### src/sv/scdb_pkg.sv
package scdb_pkg;

    localparam int unsigned FRAME_BITS = 27;

    localparam logic [2:0] ADDR_DEVICE_ADDRESS = 3'h0;
    localparam logic [6:0] DEVICE_ADDRESS_RESET = 7'h60;

    localparam logic [7:0] SHUTDOWN_UPPER = 8'h30;
    localparam logic [7:0] SHUTDOWN_LOWER = 8'h00;

    localparam logic [5:0] SLOT_IDLE      = 6'd0;
    localparam logic [5:0] SLOT_START     = 6'd1;
    localparam logic [5:0] SLOT_BITS_LAST = 6'd55;
    localparam logic [5:0] SLOT_PRE_LOW   = 6'd56;
    localparam logic [5:0] SLOT_PRE_HIGH  = 6'd57;
    localparam logic [5:0] SLOT_STOP      = 6'd58;

    typedef struct packed {
        logic [7:0] upper;
        logic [7:0] lower;
    } cmd_t;

endpackage

### src/sv/scdb_front.sv
module scdb_front
(
    input  logic             clk,
    input  logic             rst_n,
    input  logic             byte_valid,
    input  logic [7:0]       rx_byte,
    output logic             cmd_push,
    output scdb_pkg::cmd_t   cmd
);
    import scdb_pkg::*;

    logic       first_held_reg;
    logic       first_held_next;
    logic [6:0] held_high_reg;
    logic [6:0] held_high_next;
    logic [11:0] word;

    always_comb
    begin
        first_held_next = first_held_reg;
        held_high_next  = held_high_reg;
        cmd_push        = 1'b0;
        word            = {held_high_reg, rx_byte[5:1]};
        if (rx_byte[6])
        begin
            cmd.upper = SHUTDOWN_UPPER;
            cmd.lower = SHUTDOWN_LOWER;
        end
        else
        begin
            cmd.upper = {4'b0000, word[11:8]};
            cmd.lower = word[7:0];
        end
        if (byte_valid)
        begin
            if (rx_byte[0])
            begin
                first_held_next = 1'b1;
                held_high_next  = rx_byte[7:1];
            end
            else if (first_held_reg)
            begin
                first_held_next = 1'b0;
                cmd_push        = 1'b1;
            end
        end
    end

    always_ff @(posedge clk or negedge rst_n)
    begin
        if (!rst_n)
        begin
            first_held_reg <= 1'b0;
            held_high_reg  <= 7'd0;
        end
        else
        begin
            first_held_reg <= first_held_next;
            held_high_reg  <= held_high_next;
        end
    end

endmodule

### src/sv/scdb_fifo.sv
module scdb_fifo
#(
    parameter int unsigned DEPTH = 2
)
(
    input  logic             clk,
    input  logic             rst_n,
    input  logic             push,
    input  scdb_pkg::cmd_t   push_cmd,
    input  logic             pop,
    output scdb_pkg::cmd_t   pop_cmd,
    output logic             full,
    output logic             empty
);
    import scdb_pkg::*;

    localparam int unsigned PTR_W = (DEPTH > 1) ? $clog2(DEPTH) : 1;
    localparam int unsigned CNT_W = $clog2(DEPTH + 1);
    localparam logic [PTR_W-1:0] PTR_LAST = PTR_W'(DEPTH - 1);
    localparam logic [CNT_W-1:0] CNT_FULL = CNT_W'(DEPTH);

    cmd_t             entry_reg [DEPTH];
    logic [PTR_W-1:0] wr_ptr_reg;
    logic [PTR_W-1:0] wr_ptr_next;
    logic [PTR_W-1:0] rd_ptr_reg;
    logic [PTR_W-1:0] rd_ptr_next;
    logic [CNT_W-1:0] count_reg;
    logic [CNT_W-1:0] count_next;
    logic             do_push;
    logic             do_pop;

    assign full    = (count_reg == CNT_FULL);
    assign empty   = (count_reg == '0);
    assign do_push = push && !full;
    assign do_pop  = pop && !empty;
    assign pop_cmd = entry_reg[rd_ptr_reg];

    always_comb
    begin
        wr_ptr_next = wr_ptr_reg;
        rd_ptr_next = rd_ptr_reg;
        count_next  = count_reg;
        if (do_push)
        begin
            wr_ptr_next = (wr_ptr_reg == PTR_LAST) ? '0 : wr_ptr_reg + 1'b1;
        end
        if (do_pop)
        begin
            rd_ptr_next = (rd_ptr_reg == PTR_LAST) ? '0 : rd_ptr_reg + 1'b1;
        end
        if (do_push && !do_pop)
        begin
            count_next = count_reg + 1'b1;
        end
        else if (do_pop && !do_push)
        begin
            count_next = count_reg - 1'b1;
        end
    end

    always_ff @(posedge clk)
    begin
        if (do_push)
        begin
            entry_reg[wr_ptr_reg] <= push_cmd;
        end
    end

    always_ff @(posedge clk or negedge rst_n)
    begin
        if (!rst_n)
        begin
            wr_ptr_reg <= '0;
            rd_ptr_reg <= '0;
            count_reg  <= '0;
        end
        else
        begin
            wr_ptr_reg <= wr_ptr_next;
            rd_ptr_reg <= rd_ptr_next;
            count_reg  <= count_next;
        end
    end

endmodule

### src/sv/scdb_back.sv
module scdb_back
(
    input  logic             clk,
    input  logic             rst_n,
    input  logic [6:0]       device_address,
    input  logic             cmd_avail,
    input  scdb_pkg::cmd_t   cmd,
    output logic             cmd_pop,
    output logic             m_tvalid,
    input  logic             m_tready,
    output logic [7:0]       m_tdata,
    output logic             m_tlast
);
    import scdb_pkg::*;

    logic                  busy_reg;
    logic                  busy_next;
    logic [5:0]            slot_reg;
    logic [5:0]            slot_next;
    logic [FRAME_BITS-1:0] bits_reg;
    logic [FRAME_BITS-1:0] bits_next;
    logic                  out_valid_reg;
    logic                  out_valid_next;
    logic                  scl_reg;
    logic                  scl_next;
    logic                  sda_reg;
    logic                  sda_next;
    logic                  last_reg;
    logic                  last_next;
    logic                  advance;

    assign advance = busy_reg && (!out_valid_reg || m_tready);
    assign cmd_pop = !busy_reg && cmd_avail;

    assign m_tvalid = out_valid_reg;
    assign m_tdata  = {6'b000000, sda_reg, scl_reg};
    assign m_tlast  = last_reg;

    always_comb
    begin
        busy_next      = busy_reg;
        slot_next      = slot_reg;
        bits_next      = bits_reg;
        out_valid_next = out_valid_reg && !m_tready;
        scl_next       = scl_reg;
        sda_next       = sda_reg;
        last_next      = last_reg;
        if (cmd_pop)
        begin
            busy_next = 1'b1;
            slot_next = SLOT_IDLE;
            bits_next = {device_address, 1'b0, 1'b1, cmd.upper, 1'b1, cmd.lower, 1'b1};
        end
        else if (advance)
        begin
            out_valid_next = 1'b1;
            last_next      = 1'b0;
            slot_next      = slot_reg + 1'b1;
            if (slot_reg == SLOT_IDLE)
            begin
                scl_next = 1'b1;
                sda_next = 1'b1;
            end
            else if (slot_reg == SLOT_START)
            begin
                scl_next = 1'b1;
                sda_next = 1'b0;
            end
            else if (slot_reg <= SLOT_BITS_LAST)
            begin
                scl_next = slot_reg[0];
                sda_next = bits_reg[FRAME_BITS-1];
                if (slot_reg[0])
                begin
                    bits_next = {bits_reg[FRAME_BITS-2:0], 1'b0};
                end
            end
            else if (slot_reg == SLOT_PRE_LOW)
            begin
                scl_next = 1'b0;
                sda_next = 1'b0;
            end
            else if (slot_reg == SLOT_PRE_HIGH)
            begin
                scl_next = 1'b1;
                sda_next = 1'b0;
            end
            else
            begin
                scl_next  = 1'b1;
                sda_next  = 1'b1;
                last_next = 1'b1;
                busy_next = 1'b0;
            end
        end
    end

    always_ff @(posedge clk)
    begin
        slot_reg <= slot_next;
        bits_reg <= bits_next;
        scl_reg  <= scl_next;
        sda_reg  <= sda_next;
        last_reg <= last_next;
    end

    always_ff @(posedge clk or negedge rst_n)
    begin
        if (!rst_n)
        begin
            busy_reg      <= 1'b0;
            out_valid_reg <= 1'b0;
        end
        else
        begin
            busy_reg      <= busy_next;
            out_valid_reg <= out_valid_next;
        end
    end

endmodule

### src/sv/serial_command_to_i2c_dac_bridge.sv
// serial command to i2c dac bridge
// s_t* takes received command bytes, one byte per word, at up to one per cycle
// while the command queue has room. a byte with bit 0 set is held as the first
// byte of a command; a following byte with bit 0 clear completes it and queues
// one i2c write frame (shutdown bytes when its bit 6 is set)
// m_t* gives the frame as 59 line slots, one slot per word: tdata bit 0 is scl,
// bit 1 is sda, tlast marks the stop slot. frames go out one after another from
// the queue, one slot per cycle while the receiver takes them; the next command
// is loaded from the queue after the stop slot of the frame before is registered
// the first slot is registered after the command passes the queue and is popped
// a stall on m_t* holds the current slot; the queue of QUEUE_DEPTH commands
// keeps taking bytes until it fills, then s_tready drops
// the apb port holds device_address at byte address 0, read and write
// reset clears the held byte, empties the queue, drops m_tvalid and sets
// device_address to 0x60
module serial_command_to_i2c_dac_bridge
#(
    parameter int unsigned QUEUE_DEPTH = 2
)
(
    input  logic        clk,
    input  logic        rst_n,
    input  logic        s_tvalid,
    output logic        s_tready,
    input  logic [7:0]  s_tdata,   // rx_byte
    output logic        m_tvalid,
    input  logic        m_tready,
    output logic [7:0]  m_tdata,   // scl_level, sda_level, zero fill
    output logic        m_tlast,
    input  logic        psel,
    input  logic        penable,
    input  logic        pwrite,
    input  logic [2:0]  paddr,
    input  logic [31:0] pwdata,
    output logic [31:0] prdata,
    output logic        pready
);
    import scdb_pkg::*;

    logic       dev_addr_sel;
    logic [6:0] device_address_reg;
    logic [6:0] device_address_next;
    logic       cfg_write;
    logic       byte_accept;
    logic       cmd_push;
    cmd_t       front_cmd;
    cmd_t       queue_cmd;
    logic       queue_full;
    logic       queue_empty;
    logic       cmd_pop;

    assign pready    = 1'b1;
    assign cfg_write = psel && penable && pwrite && pready;
    assign dev_addr_sel = (paddr == ADDR_DEVICE_ADDRESS);
    assign prdata    = dev_addr_sel ? {25'd0, device_address_reg} : 32'd0;

    always_comb
    begin
        device_address_next = device_address_reg;
        if (cfg_write && dev_addr_sel)
        begin
            device_address_next = pwdata[6:0];
        end
    end

    always_ff @(posedge clk or negedge rst_n)
    begin
        if (!rst_n)
        begin
            device_address_reg <= DEVICE_ADDRESS_RESET;
        end
        else
        begin
            device_address_reg <= device_address_next;
        end
    end

    assign s_tready    = !queue_full;
    assign byte_accept = s_tvalid && s_tready;

    scdb_front u_front
    (
        .clk        (clk),
        .rst_n      (rst_n),
        .byte_valid (byte_accept),
        .rx_byte    (s_tdata),
        .cmd_push   (cmd_push),
        .cmd        (front_cmd)
    );

    scdb_fifo
    #(
        .DEPTH (QUEUE_DEPTH)
    )
    u_fifo
    (
        .clk      (clk),
        .rst_n    (rst_n),
        .push     (cmd_push),
        .push_cmd (front_cmd),
        .pop      (cmd_pop),
        .pop_cmd  (queue_cmd),
        .full     (queue_full),
        .empty    (queue_empty)
    );

    scdb_back u_back
    (
        .clk            (clk),
        .rst_n          (rst_n),
        .device_address (device_address_reg),
        .cmd_avail      (!queue_empty),
        .cmd            (queue_cmd),
        .cmd_pop        (cmd_pop),
        .m_tvalid       (m_tvalid),
        .m_tready       (m_tready),
        .m_tdata        (m_tdata),
        .m_tlast        (m_tlast)
    );

    a_push_has_room: assert property (@(posedge clk) disable iff (!rst_n)
        cmd_push |-> !queue_full)
    else $error("command pushed into a full queue");

    a_stop_slot: assert property (@(posedge clk) disable iff (!rst_n)
        (m_tvalid && m_tlast) |-> (m_tdata[0] && m_tdata[1]))
    else $error("frame end slot is not a stop condition");

    a_frame_continues: assert property (@(posedge clk) disable iff (!rst_n)
        (m_tvalid && m_tready && !m_tlast) |=> m_tvalid)
    else $error("gap inside a frame");

endmodule
### config.mk
export PLATFORM = sky130hd
export DESIGN_NAME = serial_command_to_i2c_dac_bridge
export DESIGN_NICKNAME = d
export VERILOG_FILES = /design/src/sv/scdb_pkg.sv /design/src/sv/scdb_front.sv /design/src/sv/scdb_fifo.sv /design/src/sv/scdb_back.sv /design/src/sv/serial_command_to_i2c_dac_bridge.sv
export SDC_FILE = /design/constraint.sdc
export NUM_CORES = 1
export LEC_CHECK = 0
export ABC_AREA = 1
export ABC_CLOCK_PERIOD_IN_PS = 2100
export BUFFER_PORTS_ARGS = -buffer_cell sky130_fd_sc_hd__buf_2
export CORE_ASPECT_RATIO = 1.4
export CORE_MARGIN = 3
export CORE_UTILIZATION = 48
export DETAILED_ROUTE_END_ITERATION = 12
export GPL_TIMING_DRIVEN = 0
export HOLD_SLACK_MARGIN = 0.12
export PLACE_DENSITY = 0.76
export SYNTH_ARGS = -nofsm -noshare
export SYNTH_HDL_FRONTEND = slang
export SYNTH_SLANG_ARGS = --single-unit
### constraint.sdc
create_clock -name clk -period 2.1 [get_ports clk]
set_input_delay 0.42 -clock clk [delete_from_list [all_inputs] [get_ports clk]]
set_output_delay 0.42 -clock clk [all_outputs]
set_load 0.01 [all_outputs]
* After elaboration in Yosys (flattened, before gate mapping) *
Memory sizes are Yosys's and may differ from the RTL's.
Cells that the tools add are included.

word-level totals
  logic and storage cells = 99
  bits of input ports = 50
  output and inout bits = 44
  memories kept = 1
  bits in registers = 57
  memory bits (writable) = 28

cells by class
  bitwise logic cells = 3
  muxes and demuxes = 33
  $add $sub $neg = 5
  order comparisons = 1
  eq/ne operators = 9
  reduce and logical (&&, ||, !) cells = 33

memory list
  name              depth  bits a word  rd ports  clocked after Yosys merged registers in  wr ports  RTL line         text
  u_fifo.entry_reg  2      14           1         0                                        1         scdb_fifo.sv:22  cmd_t entry_reg [DEPTH];

operator list
  operator               count
  $mux W27               6
  $mux W1                23
  $mux W14               1
  $eq A6 B6 Y1 const B   2
  $logic_and A1 B1 Y1    11
  $ne A2 B2 Y1 const B   5
  $reduce_and A5 Y1      2
  $reduce_bool A2 Y1     4
  $logic_not A1 Y1       7
  $mux W7                1
  $add A6 B1 Y6 const B  1
  $eq A6 B1 Y1 const B   1
  $le A6 B6 Y1 const B   1
  $logic_not A6 Y1       1
  $reduce_and A6 Y1      1
  $mux W2                2
  $reduce_and A2 Y1      2
  $logic_not A3 Y1       1
  $not A1 Y1             3
  $reduce_or A3 Y1       1
  $add A1 B1 Y1 const B  2
  $add A2 B1 Y2 const B  1
  $eq A2 B2 Y1 const B   1
  $logic_not A2 Y1       1
  other kinds (3)        3

* Longest topological paths before layout *
Gate-level depths: netlist of run 1.

  word-level depth = 9
  mapped depth = 9
  depth with buffers taken out = 9

* Cells and area by module *
A second synthesis of run 1 with hierarchy kept.

second synthesis, totals
  cell total of the unflattened synthesis = 467
  area total of the unflattened synthesis = 4,364.2 um2

modules (own cells, without submodules)
  module                            area each (um2)  times used  sequential area each (um2)  cells an instance
  scdb_back                         1,855.5          1           1,031.0                     203
  scdb_fifo                         1,402.6          1           1,061.0                     115
  serial_command_to_i2c_dac_bridge  628.1            1           177.7                       83
  scdb_front                        478.0            1           200.2                       66

* Worst setup path after synthesis of run 1 *
No wires, ideal clock.

  path kind = flip-flop to flip-flop
  start point = register u_back.slot_reg[0]
  end point = register u_back.bits_reg[10], enable pin
  setup slack = 42 ps
  arrival = 1,678 ps
  clock period less this slack = 2,058 ps
  required time = 1,720 ps
  path buffers = 1
  setup time = 380 ps
  cell stages (with the launch flop) = 9
  path through = dfxtp_1 > inv_1 > ha_1 > inv_1 > nand2_1 > nand3_4 > nand3_4 > buf_12 > nand2_1

between the ends
  longest elaborated chain between the ends = 3
  elaborated cells between the ends (all ways) = 8
  classes of those cells = order compare: 1; eq/ne: 3; reduce/logical: 4

RTL lines
  what                                                                 RTL line          text
  start: declaration                                                   scdb_back.sv:18   logic [5:0] slot_reg;
  start signal: assignment                                             scdb_back.sv:100  slot_reg <= slot_next;
  $le A6 B6 Y1, or another cell as far along                           scdb_back.sv:69   else if (slot_reg <= SLOT_BITS_LAST)
  $reduce_bool A2 Y1 (no source line) or $ne A2 B2 Y1 (tied branches)  --
  $reduce_and A5 Y1 (no source line) *                                 --
  end signal: assignment                                               scdb_back.sv:101  bits_reg <= bits_next;
  end: declaration                                                     scdb_back.sv:20   logic [FRAME_BITS-1:0] bits_reg;

Mark *: on every way between the ends. The rest lies on a longest branch, timed or not.
A chain may end at the register's enable or synchronous reset.

* Worst setup path after layout of run 1 *
  start point = register u_back.slot_reg[0]
  end point = register u_back.bits_reg[4], enable pin

The elaborated chain is that of the path after synthesis.

==> results of run 1 <==
[placed cells by master, fill, tap and decap left out, types with 12 or more instances in the layout]
cell type and n:
nand2_1 39, buf_4 37, conb_1 32, nand3_1 12, nand4_1 15, o21ai_0 13, edfxtp_1 52, buf_2 39
inv_1 50, dfrtp_1 19, o31ai_1 12, nor2_1 56
[layout make-up]
| cell class | instances | share of cell area [%] |
|---|---|---|
| inverter | 54 | 4.42 |
| timing repair buffer | 37 | 4.15 |
| sequential | 83 | 49.9 |
| clock buffer | 9 | 2.70 |
| clock inverter | 7 | 2.54 |
| tap | 100 | 2.73 |
| multi-input combinational | 226 | 25.6 |
| buffer | 47 | 7.96 |
[timing repair]
action / in CTS / in global routing
hold buffers: 1 / 0
setup endpoints to repair: 23 / 7
gates resized for setup: 2 / 1
endpoints found under the hold margin: 19 / 0
[power by group]
part	switching (uW)	total [uW]	leakage, uW	internal (uW)
clock	572	1360	0.000121	787
sequential	250	2590	0.000812	2330
combinational	995	1600	0.00122	610
total	1820	5550	0.00215	3730
[stage by stage]
step / setup TNS (ns) / instances
final: 0 / 563
after floorplan: 0 / 410
after detailed placement: -8.28 / 546
after global placement: -7.02 / 546
after CTS: 0 / 563
after global routing: 0 / 563
[routing by layer]
layer	GRT usage (%)	wire, um
met5	0	0
met4	9.31	174
met3	4.30	319
met2	27.5	3670
met1	17.1	2690
[tightest hold or removal path: stages]
cell and delay [ns]:
buf_2 0.08, nand2_1 0.04, o21ai_0 0.06
[cell families after synthesis]
family	synth area share [%]
other	0.192
AND/OR/NAND/NOR	16.2
AO/OA/AOI/OAI	8.32
adder cells (fa/ha/maj)	1.28
flip-flops	58.6
XOR/XNOR	0.896
buffers and inverters	14.5
[how the worst max path moves through the flow]
stage,depth (start not counted),startpoint,end
after global routing,8,u_back.slot_reg[0],u_back.bits_reg[26]
after CTS,8,u_back.slot_reg[0],u_back.bits_reg[25]
final,8,u_back.slot_reg[0],u_back.bits_reg[4]
after detailed placement,8,u_back.slot_reg[0],u_back.bits_reg[4]
after floorplan,8,u_back.slot_reg[0],u_back.bits_reg[10]
after global placement,8,u_back.slot_reg[0],u_back.bits_reg[10]
==> run_results.csv, run 1 <==
group,metric,value,unit
route,wire_per_inst,12.2,um
flow_run,cap_violations,0,
floorplanning,die-area,9280,um^2
logic_synthesis,ys_ff_latch,83,
clocking,cts.path.max_buffers,2,
clocking,cts_num_sinks,83,
sta,fin_crit,1.94,ns
grt,grt_pass1_wl,11.3,mm
layout,area_growth,17.3,%
route,drt-total-wl,6.85,mm
worst_setup_path,critPathSlowestCell,"dfxtp_1",
sta,setup_ws,0.159,ns
worst_setup_path,start_kind,"flip-flop",
layout,multi_input_area,1170,um^2
placement,place_area,4330,um^2
sta,fin_crit_sh,92.4,%
clocking,insertion_delay,0.36,ns
clocking,cts_tree,"built",
logic_synthesis,synthArstFlopShare,25.3,%
placement,post-place-ws,-0.362,ns
worst_setup_path,path_cells,"inv_1, ha_1, inv_1, nand2_1, nand3_4, nand3_4, buf_12, nand2_4",
min_path,worstHoldStart,"pwdata[0]",
outcome,status,"completed",
grt,antenna_found_initial,0,
logic_synthesis,synth-edff-count,52,
layout,fin_nets,512,
floorplanning,chipWidth,82.3,um
logic_synthesis,synth_cell_types,31,
logic_synthesis,yosysWarnings,0,
worst_setup_path,cpPeakStageDelay,0.44,ns
sta,holdWs,0.274,ns
worst_setup_path,r2r_end,"u_back.bits_reg[4]",
grt,grt_pass1_vias,2581,
floorplanning,core_area,7850,um^2
route,firstDrtPassIters,4,
placement,hpwl,5.11,mm
grt,grt_max_degree,24,
sta,slew_headroom,35.1,%
worst_setup_path,reg2regPathDepth,8,
route,vias_per_cell,4.68,
min_path,hold_path_depth,3,
worst_setup_path,reg2reg_from,"u_back.slot_reg[0]",
sta,timing.fmax,515,MHz
sta,grt_setup_unrepaired,"no",
pwr,p_leak,0.00215,uW
floorplanning,ios,94,
clocking,post_cts_buffers,0,
route,vias,2636,
placement,gp_congestion,0.820,
worst_setup_path,worstPathArrival,1.98,ns
logic_synthesis,synthTopCellsByArea,"edfxtp_1 (40%), dfrtp_1 (12%), buf_4 (7.1%)",
pwr,power.density,1210,nW/um^2
sta,drv_slew,0,
route,drc,0,
sta,finalSetupViolations,0,
grt,overflow,0,
clocking,path_clk_slew,0.08,ns
worst_setup_path,rrSetupSlack,0.16,ns
logic_synthesis,synth.yosys.seq_area_share,58.6,%
worst_setup_path,path_class,"flip-flop to flip-flop",
min_path,hold_class,"input pin to flip-flop",
logic_synthesis,netlist_area,3910,um^2
clocking,h-tree-depth,3,
layout,seqCellArea,2290,um^2
placement,numPortBuffers,36,
logic_synthesis,synth_top_area_share,39.9,%
logic_synthesis,syn_avg_cell_area,10.3,um^2
worst_setup_path,critPathTopFamily,"simple AND/OR/NAND/NOR gates",
layout,largest_register_ffs,27,
floorplanning,rows,38,
sta,tightest_slew,0.970,ns
worst_setup_path,worst-path-buf-inv,3,
logic_synthesis,syn_inst,380,
clocking,clock-root-buffer,"clkbuf_8",
logic_synthesis,synth_ff_type,"edfxtp_1",
sta,hold_viol,0,
sta,fin_worst_skew,0.00553,ns
min_path,hold_end,"device_address_reg[0]",
worst_setup_path,crit_required,2.14,ns
layout,final_area,4590,um^2
layout,fillCellCount,665,
logic_synthesis,synth_commonest_cells,"nor2_1 (57), edfxtp_1 (52), inv_1 (50), nand2_1 (40), buf_4 (37)",
route,ant_nets,0,
floorplanning,initial_core_util,49.8,%
grt,track_usage,16.0,%
layout,drive_above_1_share,27.0,%
pwr,p_total,5550,uW
logic_synthesis,yosys.area.top_type,"edfxtp_1",
layout,final_util,58.5,%
route,drt_iter0_drc,104,
logic_synthesis,yosysMostFrequentCell,"nor2_1",
layout,antennaDiodeCount,0,
worst_setup_path,critPathMaxFanout,23,
clocking,cts_buffers,9,
worst_setup_path,cp-end-kind,"flip-flop",
pwr,ir_drop,0.000758,V
floorplanning,die_h,113,um
No activity file was read; power rests on OpenSTA's default activity.
==> inputs of run 2 (changes only) <==
- MAX_ROUTING_LAYER: not set -> met4
==> run 2 against run 1 <==
Net effect:
- utilization shrank 0.45 points
- register-to-register slack about the same
- total power shrank 4.0%
- clock skew rose by 0.0093 ns
- hold slack got worse by 0.0060 ns
- critical path type unchanged
- critical endpoint is now u_fifo.entry_reg[1][1]
- largest cell class unchanged
==> run_results.csv, run 2 (same netlist as run 1, synthesis figures left out) <==
group,metric,value,unit
route,wire_per_inst,11.6,um
grt,busiest_layer,"met2",
route,firstDrtPassIters,4,
placement,numPortBuffers,36,
grt,grt_pass1_wl,11.0,mm
worst_setup_path,worstPathArrival,1.91,ns
pwr,p_leak,0.00213,uW
clocking,cts_buffers,9,
route,drc,0,
sta,fin_crit,1.93,ns
worst_setup_path,cp-end-kind,"flip-flop",
layout,final_cell_mix,"nor2_1 (57), edfxtp_1 (52), inv_1 (50)",
worst_setup_path,critPathMaxFanout,14,
pwr,ir_drop,0.000802,V
layout,final_area,4550,um^2
layout,antennaDiodeCount,0,
worst_setup_path,crit_required,2.07,ns
min_path,hold_class,"input pin to flip-flop",
sta,finalSetupViolations,0,
grt,track_usage,15.7,%
clocking,clock-root-buffer,"clkbuf_8",
outcome,status,"completed",
pwr,switchingPower,1820,uW
floorplanning,rows,38,
worst_setup_path,path_class,"flip-flop to flip-flop",
sta,slew_headroom,29.4,%
flow_run,cap_violations,0,
worst_setup_path,cpPeakStageDelay,0.81,ns
sta,drv_slew,0,
floorplanning,chipWidth,82.3,um
floorplanning,ios,94,
pwr,power.density,1170,nW/um^2
layout,area_growth,16.4,%
sta,tightest_slew,1.06,ns
pwr,p_int,3500,uW
route,drt-total-wl,6.55,mm
floorplanning,initial_core_util,49.8,%
layout,fin_nets,512,
sta,timing.fmax,518,MHz
floorplanning,die_h,113,um
pwr,seqPwrFrac,48.5,%
clocking,post_cts_buffers,0,
grt,gr-usage-met3,4.22,%
pwr,pwr-share-comb,30.2,%
clocking,path_clk_slew,0.09,ns
layout,drive_above_1_share,26.8,%
worst_setup_path,path_cells,"inv_2, a21boi_2, nand2_1, nor2_1",
route,vias_per_cell,4.74,
clocking,cts_tree,"built",
grt,grt_use_met2,25.6,%
route,drt_iter0_drc,84,
clocking,cts_num_sinks,83,
grt,grt_use_met1,17.2,%
worst_setup_path,critPathSlowestCell,"nor2_1",
worst_setup_path,start_kind,"flip-flop",
sta,hold_viol,0,
layout,largest_register_ffs,27,
clocking,h-tree-depth,3,
grt,grt_max_degree,24,
floorplanning,core_area,7850,um^2
grt,grt_pass1_vias,2550,
floorplanning,die-area,9280,um^2
sta,grt_setup_unrepaired,"yes",
sta,final.setup.tns,0,ns
grt,overflow,0,
route,ant_nets,0,
pwr,p_total,5320,uW
placement,hpwl,4.99,mm
sta,fin_crit_sh,92.0,%
clocking,insertion_delay,0.36,ns
route,vias,2666,
layout,final_common_cell,"nor2_1",
placement,gp_congestion,0.825,
grt,antenna_found_initial,0,
pwr,switching_share,34.2,%
clocking,cts.path.max_buffers,2,
placement,place_area,4330,um^2
pwr,clkPwrFrac,21.3,%
sta,fin_worst_skew,0.0148,ns
-- run 2: cell types whose count changed in the layout (fill, tap and decap cells not counted), sizes merged --
cell / previous run / this run
bufinv: 3 / 1
clkinvlp: 0 / 2
clkinv: 4 / 2
inv: 54 / 56
-- run 2: power by group through the flow --
stage / sequential (uW) / clock [uW] / combinational (uW)
6_report: 2580 / 1140 / 1610
5_1_grt: 2640 / 1220 / 1830
4_1_cts: 2580 / 1150 / 1610
3_5_place_dp: 2620 / 0 / 1590
3_3_place_gp: 2610 / 0 / 1530
2_1_floorplan: 2550 / 0 / 1260
-- run 2: stage by stage --
step                util (%)  hold slack [ns]  cells  setup slack [ns]
floorplan                  -            0.124    410            0.0418
global placement        55.2            0.415    546            -0.310
detailed placement      55.2            0.412    546            -0.371
CTS                     57.9            0.262    563             0.111
global route            58.0            0.263    563          0.000990
finish                  58.0            0.268    563             0.168
-- run 2: worst max-delay path: cells and delay by family, from the launching register on --
family / cells / cell delay [ns]
compound gates: 1 / 0.18
buf+inv: 1 / 0.07
flops: 1 / 0.39
simple gates: 2 / 0.92
-- run 2: layout make-up --
type	instances	area, um^2
multi-input cells	226	1180
clock buffers	9	124
plain buffers	47	365
fillers	665	3290
flip-flops and latches	83	2290
well taps	100	125
repair buffers	37	190
inverters	54	203
clock inverters	7	75.1
-- run 2: worst paths after layout --
| kind | startpoint | to | slack, ns | depth (start not counted) |
|---|---|---|---|---|
| max | u_fifo.count_reg[0] | u_fifo.entry_reg[1][1] | 0.17 | 4 |
| min | pwdata[0] | device_address_reg[0] | 0.27 | 3 |
| max reg2reg | u_fifo.count_reg[0] | u_fifo.entry_reg[1][1] | 0.17 | 4 |
| min reg2reg | u_back.bits_reg[0] | u_back.bits_reg[0] | 0.46 | 2 |
| max in group asynchronous | rst_n | device_address_reg[5] | 1.20 | 2 |
| min in group asynchronous | rst_n | u_back.m_tvalid | 0.55 | 2 |
-- run 2: timing repair --
action | CTS | global route
hold buffers | 1 | 0
pin swaps | 0 | 0
setup endpoints to repair | 23 | 11
hold endpoints to repair | 19 | 0
gates resized for setup | 2 | 1
-- run 2: layer usage --
metal / share of wire [%] / up-vias
li1: - / 1340
met1: 38 / 1232
met2: 53 / 74
met3: 5.5 / 20
met4: 3.4 / 0
met5: 0 / -
